==> src/rtl/tiapc_pkg.sv <==
`timescale 1ns / 1ps
// ----------------------------------------------------------------------------
// Tank and irrigation pump controller package
// Shared widths, register indexes, run state codes and timing constants.
// ----------------------------------------------------------------------------
package tiapc_pkg;

  localparam int unsigned TIME_W   = 32;
  localparam int unsigned LEVEL_W  = 7;
  localparam int unsigned CFG_IDX_W = 3;
  localparam int unsigned CFG_DATA_W = 16;
  localparam int unsigned FILL_LIM_W = 24;
  localparam int unsigned IRR_LIM_W  = 26;

  // Configuration register indexes.
  typedef enum logic [CFG_IDX_W-1:0] {
    CFG_TANK_HIGH   = 3'd0,
    CFG_TANK_LOW    = 3'd1,
    CFG_FILL_MAXMIN = 3'd2,
    CFG_IRR_RUN     = 3'd3,
    CFG_IRR_PAUSE   = 3'd4
  } cfg_idx_t;

  // Reported run state codes.
  typedef enum logic [3:0] {
    ST_STARTING     = 4'd0,
    ST_IDLE         = 4'd1,
    ST_FILLING      = 4'd2,
    ST_TANK_LOW     = 4'd3,
    ST_IRRIGATING   = 4'd4,
    ST_PAUSE        = 4'd5,
    ST_SENSOR_FAULT = 4'd6,
    ST_TIMEOUT      = 4'd7,
    ST_BATTERY_LOW  = 4'd8
  } run_state_t;

  localparam logic [TIME_W-1:0]     ALERT_INTERVAL_MS = 32'd2000;
  localparam logic [FILL_LIM_W-1:0] MS_PER_MINUTE     = 24'd60000;
  localparam logic [IRR_LIM_W-1:0]  MS_PER_SECOND     = 26'd1000;

  // Register reset values.
  localparam logic [LEVEL_W-1:0]    TANK_HIGH_RST   = 7'd90;
  localparam logic [LEVEL_W-1:0]    TANK_LOW_RST    = 7'd20;
  localparam logic [FILL_LIM_W-1:0] FILL_LIM_RST    = 24'd600000;
  localparam logic [IRR_LIM_W-1:0]  RUN_LIM_RST     = 26'd60000;
  localparam logic [IRR_LIM_W-1:0]  PAUSE_LIM_RST   = 26'd300000;

endpackage

==> src/rtl/tiapc_in_if.sv <==
`timescale 1ns / 1ps
// ----------------------------------------------------------------------------
// Tank and irrigation pump controller tick channel
// Valid/ready channel carrying one control tick per transaction.
// ----------------------------------------------------------------------------
interface tiapc_in_if import tiapc_pkg::*; ();
  logic               valid;
  logic               ready;
  logic [TIME_W-1:0]  now_ms;
  logic [LEVEL_W-1:0] level_percent;
  logic               level_sensor_ready;
  logic               level_sensor_error;
  logic               batt_low;
  logic               soil_ready;
  logic               soil_dry;

  modport source (
    output valid, now_ms, level_percent, level_sensor_ready, level_sensor_error,
           batt_low, soil_ready, soil_dry,
    input  ready
  );
  modport sink (
    input  valid, now_ms, level_percent, level_sensor_ready, level_sensor_error,
           batt_low, soil_ready, soil_dry,
    output ready
  );
endinterface

==> src/rtl/tiapc_out_if.sv <==
`timescale 1ns / 1ps
// ----------------------------------------------------------------------------
// Tank and irrigation pump controller result channel
// Valid/ready channel carrying one pump decision per transaction.
// ----------------------------------------------------------------------------
interface tiapc_out_if;
  logic       valid;
  logic       ready;
  logic       tank_pump_on;
  logic       irrigation_pump_on;
  logic [3:0] run_state;
  logic       beep_request;
  logic       fault;

  modport source (
    output valid, tank_pump_on, irrigation_pump_on, run_state, beep_request, fault,
    input  ready
  );
  modport sink (
    input  valid, tank_pump_on, irrigation_pump_on, run_state, beep_request, fault,
    output ready
  );
endinterface

==> src/rtl/tank_and_irrigation_pump_controller_core.sv <==
`timescale 1ns / 1ps
// ----------------------------------------------------------------------------
// Tank and irrigation pump controller core
// Fill pump hysteresis with timeout, irrigation run/pause cycling, run state
// reporting and rate-limited alarm beep requests.
// ----------------------------------------------------------------------------
// Usage:
// Each transaction on in_ch is one control tick carrying a millisecond
// timestamp and the sensor flags. Every tick produces exactly one
// transaction on out_ch with both pump drive bits, the run state, a beep
// request (the buzzer is expected to sound for 150 ms) and a fault flag.
// A tick is captured in an input register; when the result register can
// advance, the decision logic updates the controller state and loads the
// result register from that tick. One tick per cycle is sustained while
// the receiver does not stall; the rate is set by the update of the
// controller state, which each tick reads and writes.
// When the receiver stalls, the result register holds and the input
// register holds the next tick; in_ch.ready drops only when both are full.
// Configuration is written through cfg_we/cfg_index/cfg_wdata while the
// block is idle; the millisecond limits are multiplied out at write time.
// Writes to an index beyond the register list are ignored.
// Reset (rst_n low, synchronous) empties both registers, restores the
// register defaults and puts the controller into the starting state with
// both pumps off and all timestamps at zero.
// ----------------------------------------------------------------------------
module tank_and_irrigation_pump_controller_core import tiapc_pkg::*; (
  input  logic                  clk,
  input  logic                  rst_n,
  tiapc_in_if.sink              in_ch,
  tiapc_out_if.source           out_ch,
  input  logic                  cfg_we,
  input  logic [CFG_IDX_W-1:0]  cfg_index,
  input  logic [CFG_DATA_W-1:0] cfg_wdata
);

  // Configuration, with the timeouts already scaled to milliseconds.
  logic [LEVEL_W-1:0]    tank_high_r;
  logic [LEVEL_W-1:0]    tank_low_r;
  logic [FILL_LIM_W-1:0] fill_lim_r;
  logic [IRR_LIM_W-1:0]  run_lim_r;
  logic [IRR_LIM_W-1:0]  pause_lim_r;

  // Input register.
  logic               s1_valid_r;
  logic [TIME_W-1:0]  s1_now_r;
  logic [LEVEL_W-1:0] s1_level_r;
  logic               s1_lvl_rdy_r;
  logic               s1_lvl_err_r;
  logic               s1_batt_r;
  logic               s1_soil_rdy_r;
  logic               s1_dry_r;

  // Controller state.
  logic              fill_active_r, fill_active_nxt;
  logic              irr_running_r, irr_running_nxt;
  logic              irr_paused_r, irr_paused_nxt;
  logic              fill_fault_r, fill_fault_nxt;
  logic [TIME_W-1:0] fill_start_r, fill_start_nxt;
  logic [TIME_W-1:0] irr_start_r, irr_start_nxt;
  logic [TIME_W-1:0] pause_start_r, pause_start_nxt;
  logic [TIME_W-1:0] last_alert_r, last_alert_nxt;
  run_state_t        mode_r, mode_nxt;
  logic              tank_bit_r, tank_bit_nxt;
  logic              irr_bit_r, irr_bit_nxt;
  logic              beep_nxt;

  // Result register; the run state is reported straight from mode_r.
  logic       out_valid_r;
  logic       out_tank_r;
  logic       out_irr_r;
  logic       out_beep_r;
  logic       out_fault_r;

  logic advance;
  logic in_take;

  assign advance     = !out_valid_r || out_ch.ready;
  assign in_ch.ready = !s1_valid_r || advance;
  assign in_take     = in_ch.valid && in_ch.ready;

  assign out_ch.valid              = out_valid_r;
  assign out_ch.tank_pump_on       = out_tank_r;
  assign out_ch.irrigation_pump_on = out_irr_r;
  assign out_ch.run_state          = mode_r;
  assign out_ch.beep_request       = out_beep_r;
  assign out_ch.fault              = out_fault_r;

  // Configuration writes.
  always_ff @(posedge clk) begin
    if (!rst_n) begin
      tank_high_r <= TANK_HIGH_RST;
      tank_low_r  <= TANK_LOW_RST;
      fill_lim_r  <= FILL_LIM_RST;
      run_lim_r   <= RUN_LIM_RST;
      pause_lim_r <= PAUSE_LIM_RST;
    end else if (cfg_we) begin
      case (cfg_index)
        CFG_TANK_HIGH:   tank_high_r <= cfg_wdata[LEVEL_W-1:0];
        CFG_TANK_LOW:    tank_low_r  <= cfg_wdata[LEVEL_W-1:0];
        CFG_FILL_MAXMIN: fill_lim_r  <= FILL_LIM_W'(cfg_wdata[7:0]) * MS_PER_MINUTE;
        CFG_IRR_RUN:     run_lim_r   <= IRR_LIM_W'(cfg_wdata) * MS_PER_SECOND;
        CFG_IRR_PAUSE:   pause_lim_r <= IRR_LIM_W'(cfg_wdata) * MS_PER_SECOND;
        default: ;
      endcase
    end
  end

  // Decision logic for the tick held in the input register.
  always_comb begin
    logic [TIME_W-1:0] fill_el, irr_el, pause_el, alert_el;
    logic              at_high, at_low, allowed, alarm;

    fill_active_nxt = fill_active_r;
    irr_running_nxt = irr_running_r;
    irr_paused_nxt  = irr_paused_r;
    fill_fault_nxt  = fill_fault_r;
    fill_start_nxt  = fill_start_r;
    irr_start_nxt   = irr_start_r;
    pause_start_nxt = pause_start_r;
    tank_bit_nxt    = tank_bit_r;
    irr_bit_nxt     = irr_bit_r;
    mode_nxt        = ST_IDLE;
    alarm           = 1'b0;
    fill_el         = '0;
    irr_el          = '0;
    pause_el        = '0;
    allowed         = 1'b0;

    at_high = s1_level_r >= tank_high_r;
    at_low  = s1_level_r <= tank_low_r;

    if (!s1_lvl_rdy_r) begin
      // Sensor not ready: pumps off, sequencing flags kept.
      tank_bit_nxt = 1'b0;
      irr_bit_nxt  = 1'b0;
      mode_nxt     = ST_SENSOR_FAULT;
      alarm        = s1_lvl_err_r;
    end else if (s1_batt_r) begin
      tank_bit_nxt    = 1'b0;
      fill_active_nxt = 1'b0;
      irr_running_nxt = 1'b0;
      irr_paused_nxt  = 1'b0;
      irr_bit_nxt     = 1'b0;
      mode_nxt        = fill_fault_r ? ST_TIMEOUT : ST_BATTERY_LOW;
      alarm           = 1'b1;
    end else begin
      // Tank fill pump.
      if (at_high) begin
        fill_active_nxt = 1'b0;
        fill_fault_nxt  = 1'b0;
        tank_bit_nxt    = 1'b0;
      end else begin
        if (at_low && !fill_fault_r && !fill_active_r) begin
          fill_active_nxt = 1'b1;
          fill_start_nxt  = s1_now_r;
        end
        fill_el = s1_now_r - fill_start_nxt;
        if (fill_active_nxt) begin
          if ((fill_lim_r != '0) && (fill_el >= TIME_W'(fill_lim_r))) begin
            fill_active_nxt = 1'b0;
            fill_fault_nxt  = 1'b1;
            tank_bit_nxt    = 1'b0;
          end else begin
            tank_bit_nxt = 1'b1;
          end
        end else begin
          tank_bit_nxt = 1'b0;
        end
      end

      // Irrigation run/pause cycle.
      allowed = !at_low && !fill_fault_nxt && s1_soil_rdy_r;
      if (!allowed || !s1_dry_r) begin
        irr_running_nxt = 1'b0;
        irr_paused_nxt  = 1'b0;
        irr_bit_nxt     = 1'b0;
      end else begin
        if (!irr_running_r && !irr_paused_r) begin
          irr_running_nxt = 1'b1;
          irr_start_nxt   = s1_now_r;
          irr_bit_nxt     = 1'b1;
        end
        irr_el = s1_now_r - irr_start_nxt;
        if (irr_running_nxt && (irr_el >= TIME_W'(run_lim_r))) begin
          irr_running_nxt = 1'b0;
          irr_paused_nxt  = 1'b1;
          pause_start_nxt = s1_now_r;
          irr_bit_nxt     = 1'b0;
        end
        pause_el = s1_now_r - pause_start_nxt;
        if (irr_paused_nxt && (pause_el >= TIME_W'(pause_lim_r))) begin
          irr_paused_nxt = 1'b0;
        end
      end

      if (fill_fault_nxt)       mode_nxt = ST_TIMEOUT;
      else if (at_low)          mode_nxt = ST_TANK_LOW;
      else if (fill_active_nxt) mode_nxt = ST_FILLING;
      else if (irr_running_nxt) mode_nxt = ST_IRRIGATING;
      else if (irr_paused_nxt)  mode_nxt = ST_PAUSE;
      else                      mode_nxt = ST_IDLE;
      alarm = (mode_nxt == ST_TIMEOUT) || (mode_nxt == ST_TANK_LOW);
    end

    // Beep at most once per alert interval while an alarm is active.
    alert_el       = s1_now_r - last_alert_r;
    beep_nxt       = alarm && (alert_el >= ALERT_INTERVAL_MS);
    last_alert_nxt = beep_nxt ? s1_now_r : last_alert_r;
  end

  always_ff @(posedge clk) begin
    if (!rst_n) begin
      s1_valid_r    <= 1'b0;
      out_valid_r   <= 1'b0;
      fill_active_r <= 1'b0;
      irr_running_r <= 1'b0;
      irr_paused_r  <= 1'b0;
      fill_fault_r  <= 1'b0;
      fill_start_r  <= '0;
      irr_start_r   <= '0;
      pause_start_r <= '0;
      last_alert_r  <= '0;
      mode_r        <= ST_STARTING;
      tank_bit_r    <= 1'b0;
      irr_bit_r     <= 1'b0;
    end else begin
      if (in_ch.ready) begin
        s1_valid_r <= in_ch.valid;
      end
      if (advance) begin
        out_valid_r <= s1_valid_r;
      end
      if (advance && s1_valid_r) begin
        fill_active_r <= fill_active_nxt;
        irr_running_r <= irr_running_nxt;
        irr_paused_r  <= irr_paused_nxt;
        fill_fault_r  <= fill_fault_nxt;
        fill_start_r  <= fill_start_nxt;
        irr_start_r   <= irr_start_nxt;
        pause_start_r <= pause_start_nxt;
        last_alert_r  <= last_alert_nxt;
        mode_r        <= mode_nxt;
        tank_bit_r    <= tank_bit_nxt;
        irr_bit_r     <= irr_bit_nxt;
      end
    end
  end

  // Payload registers, no reset needed.
  always_ff @(posedge clk) begin
    if (in_take) begin
      s1_now_r      <= in_ch.now_ms;
      s1_level_r    <= in_ch.level_percent;
      s1_lvl_rdy_r  <= in_ch.level_sensor_ready;
      s1_lvl_err_r  <= in_ch.level_sensor_error;
      s1_batt_r     <= in_ch.batt_low;
      s1_soil_rdy_r <= in_ch.soil_ready;
      s1_dry_r      <= in_ch.soil_dry;
    end
    if (advance && s1_valid_r) begin
      out_tank_r  <= tank_bit_nxt;
      out_irr_r   <= irr_bit_nxt;
      out_beep_r  <= beep_nxt;
      out_fault_r <= (mode_nxt == ST_SENSOR_FAULT) || (mode_nxt == ST_TIMEOUT);
    end
  end

  // The fill pump is never driven while the timeout fault is latched.
  assert property (@(posedge clk) disable iff (!rst_n) fill_fault_r |-> !tank_bit_r)
    else $error("tank pump on with fill timeout latched");

  // The irrigation cycle is in at most one phase at a time.
  assert property (@(posedge clk) disable iff (!rst_n) !(irr_running_r && irr_paused_r))
    else $error("irrigation running and paused together");

  // The irrigation pump only runs inside a run phase.
  assert property (@(posedge clk) disable iff (!rst_n) irr_bit_r |-> irr_running_r)
    else $error("irrigation pump on outside a run phase");

  // A held tick is not lost while the result register is stalled.
  assert property (@(posedge clk) disable iff (!rst_n)
    (s1_valid_r && !advance) |=> (s1_valid_r && $stable(s1_now_r)))
    else $error("input register lost a tick during a stall");

endmodule

==> src/flat_wrapper.sv <==
// flat-port wrapper written by rule: the top's interface ports become plain ports
module tank_and_irrigation_pump_controller_core_flat import tiapc_pkg::*;
  (clk, rst_n, cfg_we, cfg_index, cfg_wdata, in_ch_valid, in_ch_now_ms, in_ch_level_percent, in_ch_level_sensor_ready, in_ch_level_sensor_error, in_ch_batt_low, in_ch_soil_ready, in_ch_soil_dry, in_ch_ready, out_ch_valid, out_ch_tank_pump_on, out_ch_irrigation_pump_on, out_ch_run_state, out_ch_beep_request, out_ch_fault, out_ch_ready);
  tiapc_in_if in_ch_i ();
  tiapc_out_if out_ch_i ();
  input  logic clk;
  input  logic rst_n;
  input  logic cfg_we;
  input  logic [CFG_IDX_W-1:0] cfg_index;
  input  logic [CFG_DATA_W-1:0] cfg_wdata;
  input wire logic [$bits(in_ch_i.valid)-1:0] in_ch_valid;
  input wire logic [$bits(in_ch_i.now_ms)-1:0] in_ch_now_ms;
  input wire logic [$bits(in_ch_i.level_percent)-1:0] in_ch_level_percent;
  input wire logic [$bits(in_ch_i.level_sensor_ready)-1:0] in_ch_level_sensor_ready;
  input wire logic [$bits(in_ch_i.level_sensor_error)-1:0] in_ch_level_sensor_error;
  input wire logic [$bits(in_ch_i.batt_low)-1:0] in_ch_batt_low;
  input wire logic [$bits(in_ch_i.soil_ready)-1:0] in_ch_soil_ready;
  input wire logic [$bits(in_ch_i.soil_dry)-1:0] in_ch_soil_dry;
  output wire logic [$bits(in_ch_i.ready)-1:0] in_ch_ready;
  output wire logic [$bits(out_ch_i.valid)-1:0] out_ch_valid;
  output wire logic [$bits(out_ch_i.tank_pump_on)-1:0] out_ch_tank_pump_on;
  output wire logic [$bits(out_ch_i.irrigation_pump_on)-1:0] out_ch_irrigation_pump_on;
  output wire logic [$bits(out_ch_i.run_state)-1:0] out_ch_run_state;
  output wire logic [$bits(out_ch_i.beep_request)-1:0] out_ch_beep_request;
  output wire logic [$bits(out_ch_i.fault)-1:0] out_ch_fault;
  input wire logic [$bits(out_ch_i.ready)-1:0] out_ch_ready;
  assign in_ch_i.valid = in_ch_valid;
  assign in_ch_i.now_ms = in_ch_now_ms;
  assign in_ch_i.level_percent = in_ch_level_percent;
  assign in_ch_i.level_sensor_ready = in_ch_level_sensor_ready;
  assign in_ch_i.level_sensor_error = in_ch_level_sensor_error;
  assign in_ch_i.batt_low = in_ch_batt_low;
  assign in_ch_i.soil_ready = in_ch_soil_ready;
  assign in_ch_i.soil_dry = in_ch_soil_dry;
  assign in_ch_ready = in_ch_i.ready;
  assign out_ch_valid = out_ch_i.valid;
  assign out_ch_tank_pump_on = out_ch_i.tank_pump_on;
  assign out_ch_irrigation_pump_on = out_ch_i.irrigation_pump_on;
  assign out_ch_run_state = out_ch_i.run_state;
  assign out_ch_beep_request = out_ch_i.beep_request;
  assign out_ch_fault = out_ch_i.fault;
  assign out_ch_i.ready = out_ch_ready;
  tank_and_irrigation_pump_controller_core u_core (.clk(clk), .rst_n(rst_n), .in_ch(in_ch_i), .out_ch(out_ch_i), .cfg_we(cfg_we), .cfg_index(cfg_index), .cfg_wdata(cfg_wdata));
endmodule
==> config.mk <==
export PLATFORM = sky130hd
export DESIGN_NAME = tank_and_irrigation_pump_controller_core_flat
export DESIGN_NICKNAME = d
export VERILOG_FILES = /design/src/rtl/tiapc_pkg.sv /design/src/rtl/tiapc_in_if.sv /design/src/rtl/tiapc_out_if.sv /design/src/rtl/tank_and_irrigation_pump_controller_core.sv /design/src/flat_wrapper.sv
export SDC_FILE = /design/constraint.sdc
export NUM_CORES = 1
export LEC_CHECK = 0
export ABC_AREA = 0
export BUFFER_PORTS_ARGS = -buffer_cell sky130_fd_sc_hd__buf_2
export CELL_PAD_IN_SITES_DETAIL_PLACEMENT = 0
export CELL_PAD_IN_SITES_GLOBAL_PLACEMENT = 1
export CORE_ASPECT_RATIO = 0.5
export CORE_MARGIN = 2
export CORE_UTILIZATION = 45
export CTS_CLUSTER_SIZE = 25
export DETAILED_ROUTE_END_ITERATION = 12
export PLACE_DENSITY = 0.8
export SLEW_MARGIN = 5
export SYNTH_ARGS = -nofsm -noshare
export SYNTH_HDL_FRONTEND = slang
export SYNTH_SLANG_ARGS = --single-unit
==> constraint.sdc <==
create_clock -name clk -period 25.8 [get_ports clk]
set_input_delay 3.87 -clock clk [delete_from_list [all_inputs] [get_ports clk]]
set_output_delay 3.87 -clock clk [all_outputs]
set_load 0.01 [all_outputs]
# == Word level (Yosys, flattened, before mapping) ==
# Index checks and enable logic that the tools add are counted.
# classes
addsub,4
multipliers,2
order_cmp,6
eq_ne,8
n_mux,62
bitwise_logic,4
reduce_logical,39
# op_table
cell,n
$mux 32,12
$sub 32x32->32,4
$ge 32x26->1,2
$mux 1,40
$mux 4,9
$ge 32x11->1 const B,1
$ge 32x24->1,1
$reduce_bool 24->1,1
$mul 16x7->23 const B,1
$mul 8x11->19 const B,1
$reduce_and 2->1,7
$eq 4x3->1 const B,3
$logic_and 1x1->1,11
$logic_not 1->1,10
$reduce_and 4->1,2
$ge 7x7->1,1
$le 7x7->1,1
$eq 3x2->1 const B,2
$logic_or 1x1->1,5
$eq 4x2->1 const B,1
$not 1->1,4
$eq 3x1->1 const B,1
$eq 3x3->1 const B,1
$logic_not 3->1,1
3 further kinds,3
# totals
ff_bits,266
in_bits,68
output_inout_bits,10
wordCells,153

# == Logic depth before layout (Yosys ltp) ==
# depth
depth_word,50
mapped_depth,57
ltp_nobuf,55

# == Worst setup path before layout ==
# Ideal clock, no wire load.
# synth_path
path_type,reg-to-reg
from,register u_core.irr_running_r
to,register u_core.mode_r[2] (netlist: u_core.out_ch.run_state[2])
setup_time_ps,64
arrival_ps,10584
required_time_ps,25736
path_slack_ps,15152
path_stages_with_launch,55
period_less_slack_ps,10648
path_cell_list,dfxtp_1 -> or2_1 -> buf_6 -> clkbuf_1 -> mux2i_1 -> inv_1 -> fa_1 -> o21ba_1 -> a2111oi_0 -> o22ai_1 -> and2_1 -> nor2_1 -> a21oi_1 -> o21ai_0 -> xor2_1 -> ha_1 -> and4_1 -> a221oi_1 -> (+19 left out) -> a31oi_1 -> xnor2_1 -> ha_1 -> a21o_1 -> a21o_1 -> nor3_1 -> o21ai_0 -> o221ai_1 -> a21oi_1 -> o31ai_1 -> a21oi_1 -> a2111oi_2 -> o21ai_1 -> mux2_2 -> a31oi_1 -> nand4_1 -> a41o_1 -> nor2_1
# synth_via
elab_chain_len,29
elab_cells_between_ends,41
# synth_rtl
item,line_no,rtl
from (decl),tank_and_irrigation_pump_controller_core.sv:55,"logic irr_running_r, irr_running_nxt;"
from (signal assigned),tank_and_irrigation_pump_controller_core.sv:235,irr_running_r <= irr_running_nxt;
$logic_not 1->1,tank_and_irrigation_pump_controller_core.sv:178,if (!irr_running_r && !irr_paused_r) begin
$logic_and 1x1->1,tank_and_irrigation_pump_controller_core.sv:178,
$mux 32,tank_and_irrigation_pump_controller_core.sv:178,
$mux 32,tank_and_irrigation_pump_controller_core.sv:173,if (!allowed || !s1_dry_r) begin
$mux 32,tank_and_irrigation_pump_controller_core.sv:138,end else if (s1_batt_r) begin
$mux 32,tank_and_irrigation_pump_controller_core.sv:132,if (!s1_lvl_rdy_r) begin
$sub 32x32->32,tank_and_irrigation_pump_controller_core.sv:183,irr_el = s1_now_r - irr_start_nxt;
$ge 32x26->1,tank_and_irrigation_pump_controller_core.sv:184,if (irr_running_nxt && (irr_el >= TIME_W'(run_lim_r))) begin
(+13 left out),-,
$mux 4 *,tank_and_irrigation_pump_controller_core.sv:199,else if (irr_running_nxt) mode_nxt = ST_IRRIGATING;
$mux 4 *,tank_and_irrigation_pump_controller_core.sv:198,else if (fill_active_nxt) mode_nxt = ST_FILLING;
$mux 4 *,tank_and_irrigation_pump_controller_core.sv:197,else if (at_low) mode_nxt = ST_TANK_LOW;
$mux 4 *,tank_and_irrigation_pump_controller_core.sv:196,if (fill_fault_nxt) mode_nxt = ST_TIMEOUT;
$mux 4 *,tank_and_irrigation_pump_controller_core.sv:138,
$mux 4 *,tank_and_irrigation_pump_controller_core.sv:132,
$mux 4 *,tank_and_irrigation_pump_controller_core.sv:138,
$mux 4 *,tank_and_irrigation_pump_controller_core.sv:132,
to (signal assigned),tank_and_irrigation_pump_controller_core.sv:242,mode_r <= mode_nxt;
to (decl),tank_and_irrigation_pump_controller_core.sv:62,"run_state_t mode_r, mode_nxt;"
# Mark *: on every way between the ends. The rest lies on a longest branch, timed or not. The select of a mux whose other input is x is not followed.
# A chain may end at the register's enable or synchronous reset.

# == Worst setup path after layout ==
# Same ends and word-level chain as after synthesis.

==> impl_metrics.yaml <==
yosys:
  synth_edf_count: 48
  ys_seq_elements: 266
  synthFlopType: "dfxtp_1"
  yosysUniqueCellTypes: 97
  synth_area_um2: 23700
  synth_nets: 3184
  syn-instance-count: 2743
  syn_avg_cell_area_um2: 8.64
  synth_warnings: 0
  synthArstFlopShare_pct: 0
  ys_seq_area_share_pct: 24.5
cells_and_area:
  drive_gt1_share_pct: 7.00
  area.growth.synth_to_final_pct: 8.25
  nets: 3204
outcome:
  status: "finished, final reports clean"
worst_setup_path:
  startpoint: "u_core.irr_running_r$_SDFFE_PN0P_"
  crit_path_max_incr_delay_ps: 830
  cp-end-kind: "flip-flop"
  worst-path-max-fanout: 32
  rr_startpoint: "u_core.irr_running_r$_SDFFE_PN0P_"
  crit_required_ps: 26310
  worst_setup_path_start_kind: "flip-flop"
  worst-r2r-cell-count: 51
  r2r-end: "u_core.out_ch.run_state[2]$_SDFFE_PN0P_"
  critPathSlowestCell: "or2_1"
  path_class: "flip-flop to flip-flop"
  rrSetupSlack_ps: 13740
  cp.arrival_ps: 12570
detailed_routing:
  initialDrtViolationCount: 1474
  wl_per_cell_um: 18.9
  wl_um: 65800
  via_per_inst: 5.64
  drcViolationCount: 0
  vias: 19700
  first_pass_iters: 7
  ant_nets: 0
floorplan:
  row_count: 59
  coreArea_um2: 52000
  fp.dieW_um: 328
  initial_core_util_pct: 45.6
  die-area_um2: 54600
  io_pins: 78
  dieHeight_um: 166
clock_network:
  numCtsBuffers: 29
  cts.sinks: 266
  cts.clk_slew.worst_paths_ps: 70
  clock_latency_ps: 580
  cts_tree: "built"
  holdBufCountCts: 0
  clk_path_buf_depth: 3
  htreeDepth: 1
  cts_resized: 0
  post_cts_buffers: 0
  ctsRootBufferMaster: "clkbuf_16"
timing:
  final_min_period_over_clock_period_pct: 46.7
  fmax_ghz: 0.0829
  worst_slack_ps: 13740
  finClkSkew_ps: 15.6
  max_slew_margin_pct: 29.2
  fin_crit_ps: 12060
  worstMarginPinSlew_ps: 1060
  final-hold-violation-count: 0
  whs_ps: 454
  rsz0062_at_grt: "no"
  finalSetupViolCount: 0
  setup_tns_ps: 0
  final_max_slew_viol_count: 0
pwr:
  leakagePower_nw: 12.0
  cellPowerDensity_nw_per_um2: 64.7
  ir_worst_vdd_mv: 0.0483
grt:
  grt_overflow_total: 0
  grt_pass1_wl_um: 104000
  grt_use_total_pct: 23.8
  grt_pass1_vias: 18600
  antenna_found_initial: 0
  grt_max_degree: 90
worst_hold_path:
  worstHoldPathType: "flip-flop to flip-flop"
  whs_path_depth: 2
  hold_end: "u_core.last_alert_r[15]$_SDFFE_PN0P_"
  hold_start: "u_core.last_alert_r[15]$_SDFFE_PN0P_"
run:
  maxCapViolations: 0
placement:
  dp_slack_ps: 14000
  io_buffers: 77
  gp_congestion: 0.930
  post-dp-hpwl_um: 51000
==> through the flow <==
step / total power [mW] / instance area [um2] / utilization, % / cells
6_report: 1.66 / 25600 / 49.3 / 3487
3_5_place_dp: 1.19 / 24600 / 47.3 / 3433
5_1_grt: 1.78 / 25600 / 49.3 / 3486
4_1_cts: 1.67 / 25600 / 49.3 / 3486
3_3_place_gp: 1.19 / 24600 / 47.3 / 3433
2_1_floorplan: 1.01 / 23700 / - / 2743
==> final cells by class <==
type / count / area, um2
sequential: 266 / 5810
timing repair buffer: 92 / 504
clock buffer: 30 / 729
antenna: 1 / 2.50
multi-input combinational: 2130 / 16500
clock inverter: 23 / 305
tap: 701 / 877
fill: 5056 / 26300
inverter: 244 / 916
==> worst max-delay path by stage <==
| stage | end | slack, ps | cells past startpoint |
|---|---|---|---|
| floorplan | u_core.out_ch.run_state[2]$_SDFFE_PN0P_ | 15150 | 54 |
| global placement | u_core.out_ch.run_state[2]$_SDFFE_PN0P_ | 14220 | 51 |
| detailed placement | u_core.out_ch.run_state[2]$_SDFFE_PN0P_ | 14000 | 49 |
| CTS | u_core.out_ch.run_state[2]$_SDFFE_PN0P_ | 13900 | 49 |
| global route | u_core.out_ch.run_state[2]$_SDFFE_PN0P_ | 12620 | 51 |
| finish | u_core.out_ch.run_state[2]$_SDFFE_PN0P_ | 13740 | 51 |
==> worst max-delay path, delay by kind of cell (launching register included) <==
| kind | cells | cell delay, ps |
|---|---|---|
| xor+xnor | 2 | 310 |
| mux | 2 | 640 |
| flops | 1 | 520 |
| simple gates | 11 | 2300 |
| buf+inv | 1 | 510 |
| fa+ha+maj | 5 | 1550 |
| compound gates | 30 | 6160 |
==> kinds of logic after synthesis <==
kind of cell / synth area share (%)
compound gates: 21.1
xor+xnor: 4.10
fa+ha+maj: 22.2
buf+inv: 5.99
flops: 24.5
mux: 6.11
simple gates: 16.0
==> cell usage after synthesis, drive strengths merged (6+ instances only) <==
master     n  area [um2]
a211oi    10        75.1
or4        6        52.6
nor2     105         415
a21o      75         563
o311ai     8        70.1
or3        9        61.3
o211a     86         861
nand3b     6        45.0
o31ai     14         124
or2       15        93.8
a31oi     25         163
o21a      27         203
xnor2     75         657
o21ai    110         551
o211ai    41         313
mux2i    139        1390
o221ai     6        52.6
a21boi    38         285
nor3      30         150
nand4     29         181
and2      30         188
o22ai      7        43.8
nand2b    39         244
clkbuf    67         251
o21bai    24         184
nand2    373        1400
ha       295        3690
edfxtp    48        1440
a21oi    169         850
xor2      36         315
inv      244         916
nor2b     47         294
dfxtp    218        4360
nor4      12        87.6
buf       36         253
a2111oi    8        83.8
nand3     50         250
fa        78        1560
and3      22         138
==> cell usage in the layout (no fill, tap or decap), types with 10 or more instances in the layout <==
cell       synthesis  final
and3_1            22     21
nor2b_1           47     47
mux2i_1          139    139
nor4_1            10     10
a31oi_1           24     24
fa_1              78     78
and2_1            30     28
edfxtp_1          48     48
nor2_1           102    101
o211ai_1          40     40
nand2b_1          39     39
o21bai_1          23     23
dfxtp_1          218    218
o21a_1            27     27
or2_2             12     12
o21ai_0          107    107
buf_4              7     15
buf_2              7     76
nand3_1           50     50
a211oi_1          10     10
nand2_1          373    373
a21o_1            75     75
inv_1            243    243
ha_1             295    295
o31ai_1           12     12
xor2_1            36     36
o211a_1           86     86
xnor2_1           75     75
nor3_1            30     29
a21oi_1          168    168
a21boi_0          34     34
nand4_1           29     29
clkbuf_16          0     29
==> flip-flops by register name, indices dropped and copies added (netlist names), 7 cells and up <==
| signal | count |
|---|---|
| u_core.s1_now_r | 32 |
| u_core.run_lim_r | 23 |
| u_core.tank_high_r | 7 |
| u_core.pause_start_r | 32 |
| u_core.pause_lim_r | 23 |
| u_core.s1_level_r | 7 |
| u_core.irr_start_r | 32 |
| u_core.last_alert_r | 32 |
| u_core.fill_start_r | 32 |
| u_core.fill_lim_r | 19 |
| u_core.tank_low_r | 7 |
==> routing by layer <==
metal | up-vias | track usage, % | share of wire, %
met4 | 0 | 4.19 | 1.6
met5 | - | 0 | 0
met1 | 9384 | 35.8 | 50
met3 | 59 | 4.22 | 6.9
li1 | 9794 | - | -
met2 | 439 | 35.7 | 42
==> report_power, final <==
group,internal [mW],switching (mW)
clock,0.269,0.196
combinational,0.304,0.427
sequential,0.442,0.0204
total,1.02,0.643
(Power assumes the default switching activity.)
